$ cat src/design/lsom_pkg.sv
`default_nettype none

package lsom_pkg;

    // Operation codes carried in the input tuser field
    localparam logic [1:0] OP_ALLOC = 2'd0;
    localparam logic [1:0] OP_SET   = 2'd1;
    localparam logic [1:0] OP_FREE  = 2'd2;
    localparam logic [1:0] OP_NOP   = 2'd3;

    // Result status codes
    localparam logic [1:0] STAT_OK        = 2'd0;
    localparam logic [1:0] STAT_NO_FREE   = 2'd1;
    localparam logic [1:0] STAT_NOT_ALLOC = 2'd2;

    localparam logic SLOT_TAKEN = 1'b1;

    typedef logic [7:0]        slot_t;
    typedef logic signed [8:0] height_t;
    typedef logic signed [9:0] wide_t;

    localparam height_t HIDDEN = -9'sd1;

    // Command to the stack cells: cells in [lo, hi] shift, one cell takes the moved layer
    typedef struct packed {
        logic  take_below;
        wide_t lo;
        wide_t hi;
        logic  place_en;
        wide_t place_at;
        slot_t place_slot;
    } stack_cmd_t;

    // Command to the slot cells: renumber heights in [adj_lo, adj_hi], update one slot
    typedef struct packed {
        logic    adj_up;
        wide_t   adj_lo;
        wide_t   adj_hi;
        slot_t   slot;
        logic    set_en;
        height_t set_height;
        logic    alloc_en;
        logic    free_en;
    } slot_cmd_t;

endpackage

`default_nettype wire

$ cat src/design/lsom_stack_cell.sv
`default_nettype none

module lsom_stack_cell #(
    parameter int IDX = 0
) (
    input  wire                 clk,
    input  wire                 apply,
    input  lsom_pkg::stack_cmd_t cmd,
    input  lsom_pkg::slot_t     from_below,
    input  lsom_pkg::slot_t     from_above,
    output lsom_pkg::slot_t     owner
);
    import lsom_pkg::*;

    localparam wide_t MY_H = wide_t'(IDX);

    slot_t owner_reg;
    slot_t owner_next;

    always_comb
    begin
        owner_next = owner_reg;
        if (cmd.place_en && cmd.place_at == MY_H)
        begin
            owner_next = cmd.place_slot;
        end
        else if (MY_H >= cmd.lo && MY_H <= cmd.hi)
        begin
            owner_next = cmd.take_below ? from_below : from_above;
        end
    end

    // Owner is payload: valid only once written
    always_ff @(posedge clk)
    begin
        if (apply)
        begin
            owner_reg <= owner_next;
        end
    end

    assign owner = owner_reg;

endmodule

`default_nettype wire

$ cat config.mk
export PLATFORM = sky130hd
export DESIGN_NAME = lsom_stack_cell
export DESIGN_NICKNAME = d
export VERILOG_FILES = /design/src/design/lsom_pkg.sv /design/src/design/lsom_stack_cell.sv
export SDC_FILE = /design/constraint.sdc
export NUM_CORES = 1
export LEC_CHECK = 0
export BUFFER_PORTS_ARGS = -buffer_cell sky130_fd_sc_hd__buf_2
export CAP_MARGIN = 20
export CORE_MARGIN = 4
export CORE_UTILIZATION = 30
export DETAILED_ROUTE_END_ITERATION = 10
export GPL_TIMING_DRIVEN = 0
export PLACE_DENSITY_LB_ADDON = 0.25
export SLEW_MARGIN = 20
export SYNTH_ARGS = -nofsm -noshare
export SYNTH_HDL_FRONTEND = slang
export SYNTH_SLANG_ARGS = --single-unit
$ cat constraint.sdc
create_clock -name clk -period 1.75 [get_ports clk]
set_input_delay 0 -clock clk [delete_from_list [all_inputs] [get_ports clk]]
set_output_delay 0 -clock clk [all_outputs]
set_load 0.1 [all_outputs]
== After elaboration in Yosys (flattened, before gate mapping) ==
Index checks and enable logic that the tools add are counted.

* Order comparisons: 2
* Mux-type cells: 3
* Reductions and logical operators: 5

{| class="wikitable"
|+ Operators by type and width
! operator !! number
|-
| two-way mux 8 bit || 3
|-
| >= comparator 1 x 10 -> 1 bit (first input constant) || 1
|-
| less-or-equal comparator 1 x 10 -> 1 bit (first input constant) || 1
|-
| logical NOT 10 bit || 1
|-
| logical AND 1 bit || 2
|-
| AND reduction 2 bit || 1
|-
| nonzero test 2 bit || 1
|}

* Output and inout port bits: 8
* Input port bits: 58
* Word-level logic and storage cells: 11
* Register bits: 8

== Longest topological paths before layout ==
* Depth after elaboration: 4
* Depth in mapped cells: 3
* Gate-level depth less buffers: 3

== Least setup slack after synthesis ==
No wires, ideal clock.

* Path type: input-to-reg
* Start: input port cmd[16] (netlist bit)
* End: register owner_reg[0] (netlist: owner[0]) (enable)
* Arrival: 992 ps
* Setup slack: 380 ps
* Stages on the path: 3
* Data required time: 1372 ps
* Library setup time: 378 ps
* Buffers on the path: 0
* Cells stage by stage: nor3b_1 -> nand3_4 -> a31oi_1

* Word-level cells in the longest chain between the ends: 4

{| class="wikitable"
|+ Ends and longest elaborated chain
! what !! RTL line !! source
|-
| from (decl) || lsom_stack_cell.sv:8 || <nowiki>input lsom_pkg::stack_cmd_t cmd,</nowiki>
|-
| logical NOT 10 bit || lsom_stack_cell.sv:23 || <nowiki>if (cmd.place_en && cmd.place_at == MY_H)</nowiki>
|-
| logical AND 1 bit || lsom_stack_cell.sv:23 ||
|-
| nonzero test 2 bit (no source line) || - ||
|-
| AND reduction 2 bit (no source line) || - ||
|-
| to (signal assigned) || lsom_stack_cell.sv:38 || <nowiki>owner_reg <= owner_next;</nowiki>
|-
| to (decl) || lsom_stack_cell.sv:17 || <nowiki>slot_t owner_reg;</nowiki>
|}

Every way passes these cells.
A chain may end at the register's enable or synchronous reset.

== Worst setup path in the final report ==
* Start: input port cmd[16] (netlist bit)
* End: register owner_reg[1] (netlist: owner[1]) (enable)

The elaborated chain is that of the path after synthesis.

==> summary.md <==
| Metric | Value |
|---|---|
| Outcome | finished clean |
| CTS root buf | clkbuf_4 |
| Worst Path Max Fanout | 9 |
| Top Ports | 66 |
| DRC viols | 0 |
| Fin. Hold Viols | 0 |
| Hold Crit Class | primary input to flip-flop |
| Worst path top cell family by delay | compound AO/OA/AOI/OAI gates |
| Core area | 1710 sq um |
| Area contributors post-synth | edfxtp_1 45%, mux2_2 29%, nor4_4 7.9% |
| Multiplexer area fraction after synthesis | 0.349 |
| Peak VDD IR | approximately 0.24 mV |
| IO Port Bufs | 55 |
| Syn nets | 94 |
| Final worst path period need | between 1 and 1.5 ns |
| Synthesized area | 538 sq um |
| H-tree depth | 1 |
| Worst path cell trace | buf_2 > nor3b_1 > nand3_4 > a31oi_1 |
| Inserted Clock Buffers | 3 |
| Die width | between 50 and 60 um |
| Count of final setup violators | 0 |
| CTS Hold Bufs | 0 |
| CP Capture Type | flip-flop |
| Synth Area in XOR/XNOR | 0 |
| Post-Synth Simple-Gate Area | 0.177 |
| Max Cap Violations | 0 |
| Post-Place Cells | roughly 120 |
| Tightest Pin Transition | ~0.84 ns |
| Post-CTS Setup Repair Bufs | 0 |
| Gr ovfl total | 0 |
| Post-route ant nets | 0 |
| First-pass GRT wire length | about 2100 um |
| Unique masters post-synth | 13 |
| Clk sinks | 8 |
| Power per Cell Area | just over 600 nW/um^2 |
| Setup crit start kind | primary input |
| Wire length per cell | 11.2 um |
| CP max-delay cell | a31oi_1 |
| Max clock buf depth | 2 |
| Synth Register Bits | 8 |
| Complex-gate fraction of the synthesized area | 0.0116 |
| Starting Density | 0.315 |
| GPL Wtd Cong | between 0.6 and 0.7 |
| CP max stage delay | 0.66 ns |
| Post-route setup slack | 0.326 ns |
| Peak Freq | ~0.7 GHz |
| Row cnt | 15 |
| WL final | between 1000 and 1500 um |
| Placement Setup Slack | -0.00873 ns |
| Pin count of the biggest net entering global routing | 10 |
| Final nets | 154 |
| CTS-repair resized insts | 0 |
| Drt initial violations | 4 |
| Leakage | ~0.40 nW |
| DR vias | between 500 and 600 |
| Hold EP | owner[5] |
| Combinational family with the most area after synthesis | multiplexers |
| Area share of the largest cell type after synthesis | 0.447 |
| Height of the die | just over 50 um |
| Via density | ~4.5 |
| Clock transition at path regs | approximately 0.05 ns |
| CP Buf/Inv Count | 1 |
| Drt first pass iters | 4 |
| Post-Syn Instances | 36 |
| Layout cells sized above 1 | 0.830 |
| Adder-cell share of the synthesized area | 0 |
| RSZ-0062 raised after global routing | no |
| Antenna violations before repair | 0 |
| Biggest area consumer among synthesized cells | edfxtp_1 |
| Non-filler instance count after layout | between 100 and 150 |
| DIE AREA | ~2500 sq um |
| Final count of pins violating max slew | 0 |
| Synthesis Warnings | 0 |
| Number of global-route vias before repair | ~530 |
| Antenna diodes | 0 |
| Core Util, Final | 0.508 |
| CTS tree | built |
| Relative slew slack | 0.438 |
| Sum of negative setup slack | 0 ns |
| DPL Wire Length | roughly 1200 um |
| Register area share after synthesis | 0.447 |
| WP data arrival | between 1 and 1.5 ns |
| Number of flip-flops in the largest register | 8 |
| Area Growth Syn to Fin | 61.2% |
| Syn_area_per_cell | about 15 sq um |
| Hold Path Depth | 2 |
| Worst Hold Launch | cmd[5] |
| Period utilization | 0.814 |
| Gr usage total | 0.116 |
| Critical path class | primary input to flip-flop |
| Critical path required time | around 1.6 ns |
[per-stage QoR]
step                      area (sq um)  total power, W  hold WS [ns]
after global routing               867        0.000572        0.0418
after CTS                          867        0.000551        0.0411
after detailed placement           845        0.000409         0.307
final                              867        0.000540        0.0514
after global placement             845        0.000405         0.303
after floorplan                    538        0.000341         0.218
[cells in the final DEF, fill, tap and decap left out, drive strengths merged]
master,count
a31oi,1
buf,56
clkbuf,3
edfxtp,8
inv,1
mux2,16
nand2b,1
nand3,2
nor3,2
nor3b,1
nor4,3
[worst max-delay path by stage]
stage / from / to / cells after the start
6_report: cmd[16] / owner[1] / 4
3_3_place_gp: cmd[16] / owner[0] / 4
3_5_place_dp: cmd[16] / owner[6] / 4
4_1_cts: cmd[16] / owner[1] / 4
2_1_floorplan: cmd[16] / owner[0] / 3
5_1_grt: cmd[11] / owner[0] / 4
[power by group]
part	total, W	switching [W]	internal (W)	leakage [nW]
logic	0.000178	0.000105	0.0000729	0.315
registers	0.000226	0.00000192	0.000224	0.0735
clock network	0.000137	0.0000588	0.0000782	0.0138
total	0.000540	0.000166	0.000375	0.402
[cell type report]
cell class / count / area, sq um
flip-flops and latches: 8 / 240
clock buffers: 3 / 22.5
fillers: 172 / 841
repair buffers: 55 / 275
inverters: 1 / 3.75
well taps: 25 / 31.3
plain buffers: 1 / 5.00
multi-input cells: 26 / 289
[metal layers]
metal  global-route usage  share of wire  vias to the layer above
li1                     -              -                      259
met1                0.123           0.36                      236
met2                0.183           0.49                       39
met3               0.0415           0.14                        2
met4               0.0942          0.011                        0
met5                    0              0                        -
[Yosys cell counts (all sizes together)]
master  instances
edfxtp          8
nor3b           1
mux2           16
a31oi           1
nor4            3
nand3           2
inv             1
buf             1
nor3            2
nand2b          1
[cells by family after synthesis]
| group | Yosys count |
|---|---|
| muxes | 16 |
| and+or+nand+nor | 9 |
| DFF | 8 |
| buffers and inverters | 2 |
| AOI/OAI and AO/OA | 1 |
Power figures use the tool's default switching activity.
