--- src/design/lsom_pkg.sv ---
`default_nettype none

package lsom_pkg;

    // Operation codes carried in the input tuser field
    localparam logic [1:0] OP_ALLOC = 2'd0;
    localparam logic [1:0] OP_SET   = 2'd1;
    localparam logic [1:0] OP_FREE  = 2'd2;
    localparam logic [1:0] OP_NOP   = 2'd3;

    // Result status codes
    localparam logic [1:0] STAT_OK        = 2'd0;
    localparam logic [1:0] STAT_NO_FREE   = 2'd1;
    localparam logic [1:0] STAT_NOT_ALLOC = 2'd2;

    localparam logic SLOT_TAKEN = 1'b1;

    typedef logic [7:0]        slot_t;
    typedef logic signed [8:0] height_t;
    typedef logic signed [9:0] wide_t;

    localparam height_t HIDDEN = -9'sd1;

    // Command to the stack cells: cells in [lo, hi] shift, one cell takes the moved layer
    typedef struct packed {
        logic  take_below;
        wide_t lo;
        wide_t hi;
        logic  place_en;
        wide_t place_at;
        slot_t place_slot;
    } stack_cmd_t;

    // Command to the slot cells: renumber heights in [adj_lo, adj_hi], update one slot
    typedef struct packed {
        logic    adj_up;
        wide_t   adj_lo;
        wide_t   adj_hi;
        slot_t   slot;
        logic    set_en;
        height_t set_height;
        logic    alloc_en;
        logic    free_en;
    } slot_cmd_t;

endpackage

`default_nettype wire

--- src/design/lsom_slot_cell.sv ---
`default_nettype none

module lsom_slot_cell #(
    parameter int IDX = 0
) (
    input  wire                 clk,
    input  wire                 rst_n,
    input  wire                 apply,
    input  lsom_pkg::slot_cmd_t cmd,
    input  lsom_pkg::slot_t     look_slot,
    output logic                in_use,
    output logic                hit,
    output lsom_pkg::height_t   hit_height
);
    import lsom_pkg::*;

    localparam slot_t MY_SLOT = slot_t'(IDX);

    logic    in_use_reg;
    logic    in_use_next;
    height_t height_reg;
    height_t height_next;
    wide_t   height_w;

    assign height_w = wide_t'(height_reg);

    always_comb
    begin
        in_use_next = in_use_reg;
        height_next = height_reg;
        if (cmd.slot == MY_SLOT)
        begin
            if (cmd.alloc_en)
            begin
                in_use_next = SLOT_TAKEN;
            end
            if (cmd.free_en)
            begin
                in_use_next = 1'b0;
            end
            if (cmd.set_en)
            begin
                height_next = cmd.set_height;
            end
        end
        else if (in_use_reg && height_w >= cmd.adj_lo && height_w <= cmd.adj_hi)
        begin
            // renumber a layer that the move shifted by one
            height_next = cmd.adj_up ? height_reg + 9'sd1 : height_reg - 9'sd1;
        end
    end

    always_ff @(posedge clk or negedge rst_n)
    begin
        if (!rst_n)
        begin
            in_use_reg <= 1'b0;
        end
        else if (apply)
        begin
            in_use_reg <= in_use_next;
        end
    end

    always_ff @(posedge clk)
    begin
        if (apply)
        begin
            height_reg <= height_next;
        end
    end

    assign in_use     = in_use_reg;
    assign hit        = in_use_reg && (look_slot == MY_SLOT);
    assign hit_height = hit ? height_reg : '0;

endmodule

`default_nettype wire
--- config.mk ---
export PLATFORM = sky130hd
export DESIGN_NAME = lsom_slot_cell
export DESIGN_NICKNAME = d
export VERILOG_FILES = /design/src/design/lsom_pkg.sv /design/src/design/lsom_slot_cell.sv
export SDC_FILE = /design/constraint.sdc
export NUM_CORES = 1
export LEC_CHECK = 0
export BUFFER_PORTS_ARGS = -buffer_cell sky130_fd_sc_hd__buf_4
export CORE_ASPECT_RATIO = 1.25
export CORE_MARGIN = 2
export CORE_UTILIZATION = 30
export DETAILED_ROUTE_END_ITERATION = 7
export PLACE_DENSITY = 0.65
export SKIP_CTS_REPAIR_TIMING = 1
export SYNTH_ARGS = -nofsm -noshare
export SYNTH_HDL_FRONTEND = slang
export SYNTH_SLANG_ARGS = --single-unit
export TNS_END_PERCENT = 10
--- constraint.sdc ---
create_clock -name clk -period 5.6 [get_ports clk]
set_clock_uncertainty 0.2 [all_clocks]
set_input_delay 0.28 -clock clk [delete_from_list [all_inputs] [get_ports clk]]
set_output_delay 0.28 -clock clk [all_outputs]
set_load 0.1 [all_outputs]
### Word-level counts from Yosys, hierarchy flattened

Cells that the tools add are included.

| operators by class | value |
|---|---|
| add/subtract/negate cells | 2 |
| multipliers | 0 |
| divide/modulo/power cells | 0 |
| $lt $le $gt $ge | 2 |
| equality and inequality tests | 1 |
| shift operators | 0 |
| mux-type cells | 7 |
| bitwise logic cells | 0 |
| reduce and logical (&&, ||, !) cells | 9 |

Operators with widths:

| kind | number |
|---|---|
| two-way mux 9 bit | 5 |
| zero test 8 bit | 2 |
| >= comparator 9 x 10 -> 1 bit | 1 |
| less-or-equal comparator 9 x 10 -> 1 bit | 1 |
| adder 9 x 2 -> 9 bit, second input constant | 1 |
| subtractor 9 x 2 -> 9 bit, second input constant | 1 |
| AND reduction 3 bit | 2 |
| nonzero test 2 bit | 2 |
| logical AND 1 bit | 3 |
| two-way mux 1 bit | 2 |
| != test 2 bit, second input constant | 1 |

| storage, ports and cells | value |
|---|---|
| flip-flop bits (word level) | 10 |
| latch bits | 0 |
| RAM bits | 0 |
| bits in read-only memories | 0 |
| input bits | 52 |
| output and inout bits | 11 |
| logic and storage cells | 23 |
| memories kept | 0 |

### Logic depth before layout (Yosys ltp)

Gate-level depths: netlist (run 1).

| logic depth | value |
|---|---|
| word-level depth | 5 |
| depth in mapped cells | 7 |
| depth with buffers taken out | 7 |

### Least setup slack after synthesis (run 1)

No wires, ideal clock.

| timing path | value |
|---|---|
| path type | reg2out |
| start point | register in_use_reg (netlist: in_use) |
| end point | output port hit_height[1] |
| arrival time | 3.210 ns |
| data required time | 5.120 ns |
| slack | 1.910 ns |
| cell stages (with the launch flop) | 4 |
| path buffers | 0 |
| cell sequence | dfrtp_1 -> nand3b_1 -> nor4_4 -> and2_1 |

| on the way | value |
|---|---|
| cells in the longest elaborated chain, start to end | 2 |

Ends and longest elaborated chain:

| item | RTL line | source |
|---|---|---|
| from (decl) | lsom_slot_cell.sv:19 | `logic in_use_reg;` |
| from (signal assigned) | lsom_slot_cell.sv:61 | `in_use_reg <= in_use_next;` |
| logical AND 1 bit | lsom_slot_cell.sv:74 | `assign hit = in_use_reg && (look_slot == MY_SLOT);` |
| via hit | lsom_slot_cell.sv:12 | `output logic hit,` |
| two-way mux 9 bit | lsom_slot_cell.sv:75 | `assign hit_height = hit ? height_reg : '0;` |
| to (decl) | lsom_slot_cell.sv:13 | `output lsom_pkg::height_t hit_height` |

The timed path passes the listed nets, and every way through them passes these cells.

### Worst setup path after layout (run 1)

| timing path | value |
|---|---|
| start point | register height_reg[5] |
| end point | register height_reg[0] (enable) |

| on the way | value |
|---|---|
| cells in the longest elaborated chain, start to end | 5 |
| elaborated cells between the ends (all ways) | 6 |
| those cells by class | 2 x order compare; 4 x reduce/logical |

Ends and longest elaborated chain:

| item | RTL line | source |
|---|---|---|
| from (decl) | lsom_slot_cell.sv:21 | `height_t height_reg;` |
| from (signal assigned) | lsom_slot_cell.sv:69 | `height_reg <= height_next;` |
| >= comparator 9 x 10 -> 1 bit | lsom_slot_cell.sv:46 | `else if (in_use_reg && height_w >= cmd.adj_lo && height_w <= cmd.adj_hi)` |
| logical AND 1 bit | lsom_slot_cell.sv:46 |  |
| logical AND 1 bit (*) | lsom_slot_cell.sv:46 |  |
| nonzero test 2 bit (no line) (*) | -- |  |
| AND reduction 3 bit (no line) (*) | -- |  |

Mark *: on every way between the ends. The rest lies on a longest branch, timed or not.
A chain may end at the register's enable or synchronous reset.

==> impl_summary.log, run 1 <==
[metrics] clock net sink count: 10
[metrics] static leakage: 1.01 nW
[metrics] net switching component of the power: 0.0644 mW
[metrics] distinct cell type count of the synthesized netlist: 41
[metrics] area grow syn2layout: 41.9%
[metrics] cell at the slowest stage of the critical path: sky130_fd_sc_hd__edfxtp_1
[metrics] hold path startpoint: cmd[0]
[metrics] part of the Yosys area used for sequential elements: 20.8%
[metrics] kind of end point of the critical path: register
[metrics] GRT Total Usage: 14.0%
[metrics] first-pass GRT wire length: 5.78 mm
[metrics] Worst Path Buf+Inv: 1
[metrics] area fraction of the dominant cell type after synthesis: 23.8%
[metrics] Root Buffer: sky130_fd_sc_hd__clkbuf_8
[metrics] Final Hold Slack: 0.0241 ns
[metrics] most frequent cells in the layout: sky130_fd_sc_hd__buf_4, sky130_fd_sc_hd__inv_1, sky130_fd_sc_hd__ha_1
[metrics] Floorplan Core Area: 4660 um^2
[metrics] cell area reported after detailed placement: 1960 um^2
[metrics] hold path endpoint: in_use
[metrics] dominant cell type by area after synthesis: sky130_fd_sc_hd__ha_1
[metrics] per-instance average area after synthesis: 8.45 um^2
[metrics] required time worst endpoint: 5.34 ns
[metrics] clock insertion delay at the later pin of the skew report: 0.24 ns
[metrics] NumNets Final: 315
[metrics] Final TNS setup: 0 ns
[metrics] reg-to-reg endpoint: height_reg[0]
[metrics] highest attainable clock frequency: 403 MHz
[metrics] initial antenna violation count: 0
[metrics] share of layout cells above drive strength 1: 30.3%
[metrics] maximum number of pins on one net before global-route repair: 14
[metrics] commonest non-fill, non-tap cell in the layout: sky130_fd_sc_hd__buf_4
[metrics] width of the die: 65.5 um
[metrics] highest cell delay on the worst timing path: 0.47 ns
[metrics] slew at the pin closest to its max-slew limit: 0.469 ns
[metrics] detailed placement HPWL: 3.05 mm
[metrics] number of flip-flops and latches in the synthesized netlist: 10
[metrics] final routed DRC violation total: 0
[metrics] number of flip-flops in the largest register: 9
[metrics] total gr overflow: 0
[metrics] CP Max Fanout: 9
[metrics] number of cells traversed by the worst register-to-register path: 7
[metrics] Worst VDD drop: 0.0000569 V
[metrics] number of inserted diodes: 0
[metrics] top area cells in the synthesized netlist: sky130_fd_sc_hd__ha_1, sky130_fd_sc_hd__edfxtp_1, sky130_fd_sc_hd__inv_1, sky130_fd_sc_hd__a21oi_1, sky130_fd_sc_hd__and2_1
[metrics] residual antenna-violating net count after detailed routing: 0
[metrics] vias in the first global route: 1395
[metrics] number of buffer cells added on primary ports: 62
[metrics] TritonCTS buffer count: 3
[metrics] RSZ-0062 raised after global routing: false
[metrics] Worst Setup Path Type: register to register
[metrics] share of the clock period used by the worst path: 44.4%
[metrics] number of max-slew violations in the final report: 0
[metrics] I/O pin count: 63
[metrics] Clock transition at path regs: 0.05 ns
[metrics] Die ar.: 5300 um^2
[metrics] final instance area: 2010 um^2
[metrics] vias per cell: 4.92
[metrics] worst endpoint data arrival time: 2.23 ns
[metrics] per-cell routed wire length: 12.3 um
[metrics] Vias: 1447
[metrics] class of the tightest hold or removal check: primary input to register
[metrics] register-to-register setup slack: 3.12 ns
[metrics] Max-Slew Margin vs Limit: 68.7%
[metrics] outcome: complete, no violations
[metrics] Cells after Synth: 168
[metrics] Top delay family on crit path: compound AO/OA/AOI/OAI gates
[metrics] H-tree lvl count: 1
[metrics] net count after synthesis: 248
[metrics] Final GP Congestion: 0.817
[metrics] switching portion of total power: 26.6%
[metrics] Fin. Hold Viols: 0
[metrics] initial core utilization: 30.5%
[metrics] proportion of power drawn by combinational gates: 32.5%
[metrics] TritonCTS clock tree: built
[metrics] crit start category: register
[metrics] ordered list of cells on the worst path: ha_1 > a41o_1 > a21oi_1 > o221ai_1 > mux2i_1 > o31ai_1 > buf_4
[metrics] count of routing violations after the opening detailed-route iteration: 36
[metrics] detailed-router iteration count before antenna repair: 4
[metrics] number of cells traversed by the worst hold path: 2
[metrics] power density cells: 120 nW/um^2
[metrics] clock network power share: 32.8%
[metrics] yosys warns: 0
[metrics] Crit. path cell count: 7
[metrics] maximum number of buffers from clock root to sink: 2
[metrics] MaxCap Viol Count: 0
[metrics] Die Height: 80.9 um
[metrics] proportion of power drawn by flip-flops and latches: 34.7%
[metrics] overall routed net length: 3.63 mm
[metrics] final number of setup-violating endpoints: 0
[metrics] # fillers: 471
[metrics] startpoint of the worst-slack reg-to-reg timing path: height_reg[5]
[metrics] Pint: 0.178 mW
[metrics] shortest period the worst path allows: 2.48 ns
[metrics] Row Count: 28
[metrics] netlist area before placement: 1420 um^2
layer usage:
metal	routed length, um	GRT usage, %	share of wire (%)	vias up
met4	95	6.67	2.6	0
met5	0	0	0	-
met2	1900	25.1	52	40
met3	184	2.22	5.1	9
li1	-	-	-	751
met1	1450	16.1	40	647
cells in the mapped netlist:
cell type,n
sky130_fd_sc_hd__and2_1,9
sky130_fd_sc_hd__buf_2,1
sky130_fd_sc_hd__o2111ai_1,2
sky130_fd_sc_hd__nor2b_1,2
sky130_fd_sc_hd__a41o_1,1
sky130_fd_sc_hd__nand3b_1,1
sky130_fd_sc_hd__a41oi_1,1
sky130_fd_sc_hd__or3_1,1
sky130_fd_sc_hd__fa_1,1
sky130_fd_sc_hd__a21o_1,3
sky130_fd_sc_hd__a31o_1,1
sky130_fd_sc_hd__edfxtp_1,9
sky130_fd_sc_hd__and2_2,1
sky130_fd_sc_hd__xor2_1,1
sky130_fd_sc_hd__nor2_1,7
sky130_fd_sc_hd__xnor2_1,4
sky130_fd_sc_hd__o31a_1,2
sky130_fd_sc_hd__and4_1,2
sky130_fd_sc_hd__a21oi_1,15
sky130_fd_sc_hd__nand3_1,7
sky130_fd_sc_hd__o31ai_1,3
sky130_fd_sc_hd__a31oi_1,4
sky130_fd_sc_hd__a211oi_1,1
sky130_fd_sc_hd__o21ai_0,3
sky130_fd_sc_hd__dfrtp_1,1
sky130_fd_sc_hd__inv_1,27
sky130_fd_sc_hd__nand4_1,2
sky130_fd_sc_hd__o211ai_1,3
sky130_fd_sc_hd__a21o_4,1
sky130_fd_sc_hd__nand2_1,13
sky130_fd_sc_hd__o21bai_1,1
sky130_fd_sc_hd__nor4_1,3
sky130_fd_sc_hd__ha_1,27
sky130_fd_sc_hd__or3_2,1
sky130_fd_sc_hd__clkbuf_1,1
sky130_fd_sc_hd__mux2i_1,1
sky130_fd_sc_hd__and3_1,1
sky130_fd_sc_hd__a2111oi_4,1
sky130_fd_sc_hd__o221ai_1,1
sky130_fd_sc_hd__or4_1,1
sky130_fd_sc_hd__nor4_4,1
metrics by stage:
stage	power, mW	setup slack (ns)	util [%]	std cells
floorplan	0.127	1.91	-	168
global placement	0.163	3.16	42.1	289
detailed placement	0.164	3.12	42.1	289
CTS	0.245	3.11	43.0	293
global route	0.258	2.99	43.2	294
finish	0.242	3.12	43.2	294
worst max path at each step:
stage / startpoint / to / slack [ns]
floorplan: in_use / hit_height[1] / 1.91
global placement: height_reg[4] / height_reg[2] / 3.16
detailed placement: height_reg[4] / height_reg[3] / 3.12
CTS: height_reg[4] / height_reg[3] / 3.11
global route: height_reg[5] / height_reg[0] / 2.99
finish: height_reg[5] / height_reg[0] / 3.12
power by group through the flow:
stage / Combinational (mW) / Sequential, mW / Clock [mW]
floorplan: 0.0391 / 0.0876 / 0
global placement: 0.0771 / 0.0855 / 0
detailed placement: 0.0784 / 0.0855 / 0
CTS: 0.0788 / 0.0841 / 0.0818
global route: 0.0887 / 0.0840 / 0.0851
finish: 0.0788 / 0.0841 / 0.0793
area by class of cell:
type / count / area [um^2] / area share, %
Timing Repair Buffer: 64 / 483 / 24.0
Sequential cell: 10 / 295 / 14.7
Clock buffer: 4 / 45.0 / 2.24
Multi-Input combinational cell: 129 / 1010 / 50.4
Inverter: 27 / 101 / 5.03
Tap cell: 60 / 75.1 / 3.73
cell families after synthesis:
family / count (synthesis) / share of synthesized area, %
muxes: 1 / 0.705
AOI/OAI and AO/OA: 43 / 21.9
adders and majority gates: 28 / 25.2
and+or+nand+nor: 52 / 20.5
DFF: 10 / 20.8
xor gates and xnor gates: 5 / 3.08
buffers and inverters: 29 / 7.75
Power figures use the tool's default switching activity.
==> run 2, diff against run 1 <==
--- a/config.mk
+++ b/config.mk
@@ -5,12 +5,13 @@
 export SDC_FILE = /design/constraint.sdc
 export NUM_CORES = 1
 export LEC_CHECK = 0
+export ABC_AREA = 1
 export BUFFER_PORTS_ARGS = -buffer_cell sky130_fd_sc_hd__buf_4
 export CORE_ASPECT_RATIO = 1.25
 export CORE_MARGIN = 2
 export CORE_UTILIZATION = 30
 export DETAILED_ROUTE_END_ITERATION = 7
-export PLACE_DENSITY = 0.65
+export PLACE_DENSITY = 0.64
 export SKIP_CTS_REPAIR_TIMING = 1
 export SYNTH_ARGS = -nofsm -noshare
 export SYNTH_HDL_FRONTEND = slang
==> constraint.sdc (replaced) <==
create_clock -name clk -period 2.38 [get_ports clk]
set_clock_uncertainty 0.2 [all_clocks]
set_input_delay 0.119 -clock clk [delete_from_list [all_inputs] [get_ports clk]]
set_output_delay 0.119 -clock clk [all_outputs]
set_load 0.1 [all_outputs]
==> run 2 against run 1 <==
  * The run now ends with negative hold slack left
  * Worst setup slack got worse by 3.0 ns
  * First-iteration DRC count increased by 28%
  * Maximum frequency increased by 12%
  * Routed wire length increased by 1.2%
  * Critical endpoint is now height_reg[8]
  * Worst hold slack got worse by 0.027 ns
  * Register-to-register slack got worse by 3.0 ns
  * Critical path type unchanged
  * Combinational power increased by 140%
  * Cell count increased by 19%
  * Critical path depth increased by 2
==> impl_summary.log, run 2 <==
[metrics] TritonCTS buffer count: 3 (unchanged)
[metrics] Vias: 1547 (+6.9%)
[metrics] final number of setup-violating endpoints: 0 (unchanged)
[metrics] MaxCap Viol Count: 0 (unchanged)
[metrics] RSZ-0062 raised after global routing: false
[metrics] Final Hold Slack: -0.00269 ns (-0.0267 ns)
[metrics] cell at the slowest stage of the critical path: sky130_fd_sc_hd__edfxtp_1
[metrics] Row Count: 29 (+3.6%)
[metrics] first-pass GRT wire length: 5.93 mm (+2.8%)
[metrics] H-tree lvl count: 1 (unchanged)
[metrics] yosys warns: 0 (unchanged)
[metrics] worst endpoint data arrival time: 1.94 ns (-0.29 ns)
[metrics] shortest period the worst path allows: 2.22 ns (-0.266 ns)
[metrics] share of synthesized registers carrying an async set or reset: 10.0% (unchanged)
[metrics] top post-synthesis cells by count: sky130_fd_sc_hd__nand2_1, sky130_fd_sc_hd__inv_1, sky130_fd_sc_hd__ha_1
[metrics] highest cell delay on the worst timing path: 0.49 ns (+0.02 ns)
[metrics] dominant cell type by area after synthesis: sky130_fd_sc_hd__ha_1
[metrics] I/O pin count: 63 (unchanged)
[metrics] initial antenna violation count: 0 (unchanged)
[metrics] number of flops mapped to enable cells by yosys: 9 (unchanged)
[metrics] per-cell routed wire length: 10.5 um (-15%)
[metrics] worst setup timing slack at the placement stage: 0.0564 ns (-3.06 ns)
[metrics] Floorplan Core Area: 5010 um^2 (+7.5%)
[metrics] count of routing violations after the opening detailed-route iteration: 46 (+28%)
[metrics] number of flip-flops in the largest register: 9 (unchanged)
[metrics] NumNets Final: 370 (+17%)
[metrics] top area cells in the synthesized netlist: sky130_fd_sc_hd__ha_1, sky130_fd_sc_hd__edfxtp_1, sky130_fd_sc_hd__nand2_1, sky130_fd_sc_hd__inv_1, sky130_fd_sc_hd__nand3_1
[metrics] total gr overflow: 0 (unchanged)
[metrics] power density cells: 257 nW/um^2 (+110%)
[metrics] most frequent cells in the layout: sky130_fd_sc_hd__buf_4, sky130_fd_sc_hd__nand2_1, sky130_fd_sc_hd__inv_1
[metrics] number of inserted diodes: 0 (unchanged)
[metrics] clock net sink count: 10 (unchanged)
[metrics] detailed-router iteration count before antenna repair: 4 (unchanged)
[metrics] number of buffer cells added on primary ports: 62 (unchanged)
[metrics] Root Buffer: sky130_fd_sc_hd__clkbuf_8
[metrics] area grow syn2layout: 42.0%
[metrics] final routed DRC violation total: 0 (unchanged)
[metrics] Worst Setup Path Type: register to register
[metrics] share of the core filled with cells in the final layout: 43.7% (+0.49 points)
[metrics] outcome: finished with violations
[metrics] violated checks: negative hold slack
[metrics] slew at the pin closest to its max-slew limit: 0.317 ns (-0.152 ns)
[metrics] net count after synthesis: 297 (+20%)
[metrics] number of flip-flops and latches in the synthesized netlist: 10 (unchanged)
[metrics] overall power: 0.563 mW (+130%)
[metrics] share of layout cells above drive strength 1: 32.2% (+1.8 points)
[metrics] Max-Slew Margin vs Limit: 78.8% (+10 points)
[metrics] maximum number of pins on one net before global-route repair: 15 (+1)
[metrics] final instance area: 2190 um^2 (+8.7%)
[metrics] netlist area before placement: 1540 um^2 (+8.5%)
[metrics] # fillers: 530 (+13%)
[metrics] class of the tightest hold or removal check: primary input to register
[metrics] clock insertion delay at the later pin of the skew report: 0.23 ns (about the same)
[metrics] maximum number of buffers from clock root to sink: 2 (unchanged)
[metrics] part of the Yosys area used for sequential elements: 19.2% (-1.6 points)
[metrics] Post-synth top flop: sky130_fd_sc_hd__edfxtp_1
[metrics] ordered list of cells on the worst path: ha_1 > nand2_1 > nor2_1 > nand3_1 > nand3_1 > nand2_1 > nand3_1 > nand3_1 > nand2_2
[metrics] Clock transition at path regs: 0.05 ns (about the same)
[metrics] Cells after Synth: 217 (+29%)
[metrics] crit start category: register
[metrics] final worst slack: 0.162 ns (-2.95 ns)
[metrics] number of max-slew violations in the final report: 0 (unchanged)
[metrics] vias in the first global route: 1525 (+9.3%)
[metrics] static leakage: 1.23 nW (+22%)
[metrics] detailed placement HPWL: 3.22 mm (+5.6%)
[metrics] vias per cell: 4.41 (-10%)
[metrics] per-instance average area after synthesis: 7.10 um^2 (-16%)
[metrics] Worst VDD drop: 0.000117 V (+110%)
[metrics] kind of end point of the critical path: register
[metrics] most used cell, CP: sky130_fd_sc_hd__nand3_1
[metrics] Final TNS setup: 0 ns (unchanged)
[metrics] Final GP Congestion: 0.740 (-9.4%)
[metrics] share of the clock period used by the worst path: 93.2% (+49 points)
[metrics] area fraction of the dominant cell type after synthesis: 21.9% (-1.9 points)
[metrics] highest attainable clock frequency: 451 MHz (+12%)
[metrics] GRT Total Usage: 13.0% (-0.96 points)
[metrics] cell area reported after detailed placement: 2090 um^2 (+6.8%)
[metrics] width of the die: 68.1 um (+3.9%)
[metrics] TritonCTS clock tree: built
[metrics] Die ar.: 5730 um^2 (+8.1%)
[metrics] CP Max Fanout: 9 (unchanged)
[metrics] most repeated cell in the gate-level netlist after synthesis: sky130_fd_sc_hd__nand2_1
[metrics] commonest non-fill, non-tap cell in the layout: sky130_fd_sc_hd__buf_4
[metrics] overall routed net length: 3.67 mm (+1.2%)
[metrics] required time worst endpoint: 2.10 ns (-3.24 ns)
[metrics] distinct cell type count of the synthesized netlist: 31 (-24%)
[metrics] initial core utilization: 30.8% (+0.31 points)
[metrics] Fin. Hold Viols: 2 (+2)
[metrics] residual antenna-violating net count after detailed routing: 0 (unchanged)
[metrics] Die Height: 84.1 um (+4.0%)
-- run 2: area by class of cell --
type	count	area [um^2]	share of cell area, %
multi-input cells	156	1050	48.1
clock buffers	3	41.3	1.89
clock inverters	1	3.75	0.171
repair buffers	69	531	24.2
inverters	50	188	8.57
flip-flops and latches	10	295	13.5
well taps	62	77.6	3.54
-- run 2: final timing paths --
kind	slack [ns]	to	cells past startpoint	from
max	0.16	height_reg[8]	9	height_reg[8]
min reg2reg	0.41	in_use	2	in_use
min in group asynchronous	0.02	in_use	2	rst_n
max in group asynchronous	1.88	in_use	2	rst_n
max reg2reg	0.16	height_reg[8]	9	height_reg[8]
min	-0.003	height_reg[2]	3	cmd[4]
-- run 2: worst max-delay path: cells and delay by family (launching register included) --
| family | cells | cell delay, ns |
|---|---|---|
| adders and majority gates | 1 | 0.34 |
| DFF | 1 | 0.49 |
| and+or+nand+nor | 8 | 0.87 |
-- run 2: stage by stage --
step | std cells | hold WS, ns
3_5_place_dp | 342 | -0.304
2_1_floorplan | 217 | -0.377
5_1_grt | 351 | 0.0110
3_3_place_gp | 342 | -0.306
6_report | 351 | -0.00269
4_1_cts | 346 | -0.555
-- run 2: logic make-up (layout without fill, tap and decap cells) --
group	after synthesis	count (layout)	share of synthesized area, %
xor+xnor	5	5	2.84
flops	10	10	19.2
fa+ha+maj	28	28	23.2
buf+inv	51	123	12.7
simple gates	99	99	32.5
compound gates	24	24	9.58
-- run 2: metal layers --
metal  part of all wire [%]  global-route usage [%]
met1                     40                    14.5
met2                     54                    24.6
met3                    4.3                    1.34
met4                    1.5                    4.36
met5                      0                       0
-- run 2: power breakdown --
part | internal, mW | total, mW | switching [mW]
registers | 0.195 | 0.197 | 0.00176
logic | 0.105 | 0.192 | 0.0872
clock network | 0.113 | 0.174 | 0.0612
total | 0.413 | 0.563 | 0.150
==> run 3, diff against run 2 <==
--- a/config.mk
+++ b/config.mk
@@ -9,9 +9,9 @@
 export BUFFER_PORTS_ARGS = -buffer_cell sky130_fd_sc_hd__buf_4
 export CORE_ASPECT_RATIO = 1.25
 export CORE_MARGIN = 2
-export CORE_UTILIZATION = 30
+export CORE_UTILIZATION = 34
 export DETAILED_ROUTE_END_ITERATION = 7
-export PLACE_DENSITY = 0.64
+export PLACE_DENSITY = 0.7
 export SKIP_CTS_REPAIR_TIMING = 1
 export SYNTH_ARGS = -nofsm -noshare
 export SYNTH_HDL_FRONTEND = slang
==> run 3 against run 2 <==
  * The flow still finishes with violations (negative hold slack)
  * Design area grew 0.57%
  * Via count up 3.7%
  * Utilization is 6.4 points higher
  * Critical path depth stayed put
  * Die area shrank 11%
  * Worst hold slack got worse by 0.025 ns
  * Cell count fell by 1.1%
  * Clock power barely moved
  * Largest cell class unchanged
==> impl_summary.log, run 3 (synthesis gave the netlist of run 2 again) <==
[metrics] NumNets Final: 370 (unchanged)
[metrics] number of inserted diodes: 0 (unchanged)
[metrics] Vias: 1605 (+3.7%)
[metrics] share of the core filled with cells in the final layout: 50.1% (+6.4 points)
[metrics] detailed-router iteration count before antenna repair: 4 (unchanged)
[metrics] total gr overflow: 0 (unchanged)
[metrics] final routed DRC violation total: 0 (unchanged)
[metrics] Final GP Congestion: 0.803 (+8.5%)
[metrics] most used cell, CP: sky130_fd_sc_hd__nand3_1
[metrics] vias in the first global route: 1581 (+3.7%)
[metrics] number of cells traversed by the worst register-to-register path: 9 (unchanged)
[metrics] Final Hold Slack: -0.0280 ns (-0.0253 ns)
[metrics] switching portion of total power: 27.1% (+0.41 points)
[metrics] crit start category: register
[metrics] I/O pin count: 63 (unchanged)
[metrics] residual antenna-violating net count after detailed routing: 0 (unchanged)
[metrics] width of the die: 64.2 um (-5.7%)
[metrics] TritonCTS buffer count: 3 (unchanged)
[metrics] highest cell delay on the worst timing path: 0.50 ns (about the same)
[metrics] violated checks: negative hold slack
[metrics] H-tree lvl count: 1 (unchanged)
[metrics] clock insertion delay at the later pin of the skew report: 0.24 ns (about the same)
[metrics] most frequent cells in the layout: sky130_fd_sc_hd__buf_4, sky130_fd_sc_hd__nand2_1, sky130_fd_sc_hd__inv_1
[metrics] power density cells: 257 nW/um^2 (+0.19%)
[metrics] Floorplan Core Area: 4390 um^2 (-12%)
[metrics] Top delay family on crit path: simple AND/OR/NAND/NOR gates
[metrics] Row Count: 27 (-6.9%)
[metrics] outcome: finished with violations
[metrics] Worst Setup Path Type: register to register
[metrics] class of the tightest hold or removal check: primary input to register
[metrics] maximum number of buffers from clock root to sink: 2 (unchanged)
[metrics] commonest non-fill, non-tap cell in the layout: sky130_fd_sc_hd__buf_4
[metrics] proportion of power drawn by combinational gates: 34.1% (about the same)
[metrics] final number of setup-violating endpoints: 0 (unchanged)
[metrics] Clock transition at path regs: 0.05 ns (about the same)
[metrics] initial core utilization: 35.1% (+4.3 points)
[metrics] share of layout cells above drive strength 1: 33.2% (+1.0 points)
[metrics] cell area reported after detailed placement: 2090 um^2 (-0.24%)
[metrics] required time worst endpoint: 2.12 ns (+0.02 ns)
[metrics] Pint: 0.413 mW (+0.20%)
[metrics] number of buffer cells added on primary ports: 62 (unchanged)
[metrics] per-cell routed wire length: 10.4 um (-0.45%)
[metrics] number of flip-flops in the largest register: 9 (unchanged)
[metrics] share of the clock period used by the worst path: 90.3% (-3.0 points)
[metrics] first-pass GRT wire length: 6.29 mm (+6.0%)
[metrics] CP Max Fanout: 9 (unchanged)
[metrics] static leakage: 1.23 nW (+0.11%)
[metrics] maximum number of pins on one net before global-route repair: 15 (unchanged)
[metrics] clock network power share: 31.2% (+0.3 points)
[metrics] Root Buffer: sky130_fd_sc_hd__clkbuf_8
[metrics] net switching component of the power: 0.154 mW (+2.3%)
[metrics] number of max-slew violations in the final report: 0 (unchanged)
[metrics] Max-Slew Margin vs Limit: 79.3% (+0.51 points)
[metrics] cell at the slowest stage of the critical path: sky130_fd_sc_hd__edfxtp_1
[metrics] number of cells traversed by the worst hold path: 3 (unchanged)
[metrics] GRT Total Usage: 15.4% (+2.4 points)
[metrics] clock net sink count: 10 (unchanged)
[metrics] slew at the pin closest to its max-slew limit: 0.309 ns (-0.00770 ns)
[metrics] Worst VDD drop: 0.000139 V (+19%)
[metrics] count of routing violations after the opening detailed-route iteration: 27 (-41%)
[metrics] Fin. Hold Viols: 5 (+3)
[metrics] Die ar.: 5090 um^2 (-11%)
[metrics] highest attainable clock frequency: 466 MHz (+3.3%)
[metrics] overall routed net length: 3.61 mm (-1.6%)
[metrics] Worst Path Buf+Inv: 0 (unchanged)
[metrics] proportion of power drawn by flip-flops and latches: 34.7% (-0.3 points)
[metrics] ordered list of cells on the worst path: ha_1 > nand2_1 > nor2_2 > nand3_1 > nand3_1 > nand2_1 > nand3_1 > nand3_1 > nand2_4
[metrics] Die Height: 79.3 um (-5.8%)
[metrics] shortest period the worst path allows: 2.15 ns (-0.0704 ns)
[metrics] worst endpoint data arrival time: 1.89 ns (-0.05 ns)
[metrics] area grow syn2layout: 42.9%
[metrics] initial antenna violation count: 0 (unchanged)
[metrics] final instance area: 2200 um^2 (+0.57%)
[metrics] kind of end point of the critical path: register
[metrics] MaxCap Viol Count: 0 (unchanged)
[metrics] vias per cell: 4.63 (+4.9%)
[metrics] TritonCTS clock tree: built
[metrics] detailed placement HPWL: 3.23 mm (+0.53%)
[metrics] Crit. path cell count: 9 (unchanged)
## run 3: layout make-up
type	instances	area, um^2
fill	443	2190
multi-input combinational	156	1070
timing repair buffer	69	528
sequential	10	295
inverter	50	188
tap	58	72.6
clock buffer	3	41.3
clock inverter	1	3.75
## run 3: stage by stage
step | power, mW | worst slack (ns) | setup TNS (ns) | instances | hold slack (ns)
finish | 0.567 | 0.232 | 0 | 347 | -0.0280
detailed placement | 0.387 | 0.0746 | 0 | 338 | -0.305
floorplan | 0.300 | -0.159 | -1.44 | 217 | -0.377
global placement | 0.383 | 0.139 | 0 | 338 | -0.305
global route | 0.607 | -0.000867 | -0.00357 | 347 | 0.00437
CTS | 0.564 | 0.0714 | 0 | 342 | -0.556
## run 3: layer usage
| metal | track usage, % | vias to the layer above | wire (um) |
|---|---|---|---|
| li1 | - | 844 | - |
| met1 | 16.1 | 727 | 1390 |
| met2 | 30.6 | 29 | 2050 |
| met3 | 1.98 | 5 | 118 |
| met4 | 5.74 | 0 | 57 |
| met5 | 0 | - | 0 |
## run 3: final timing paths
kind                                from            end  slack (ns)
min in group asynchronous          rst_n         in_use           0
hold / removal                    cmd[4]  height_reg[2]       -0.03
max in group asynchronous          rst_n         in_use        1.90
setup / recovery           height_reg[8]  height_reg[0]        0.23
setup reg to reg           height_reg[8]  height_reg[0]        0.23
hold reg to reg                   in_use         in_use        0.40
## run 3: tightest hold or removal path, delay by kind of cell
kind	cells	cell delay, ns
AOI/OAI and AO/OA	1	0.06
buffers and inverters	1	0.07
and+or+nand+nor	1	0.04
## run 3: power groups by stage
stage          logic, mW  registers [mW]  clock network, mW
4_1_cts            0.188           0.197              0.179
3_5_place_dp       0.188           0.200                  0
6_report           0.194           0.197              0.177
2_1_floorplan     0.0955           0.204                  0
3_3_place_gp       0.184           0.200                  0
5_1_grt            0.222           0.197              0.188
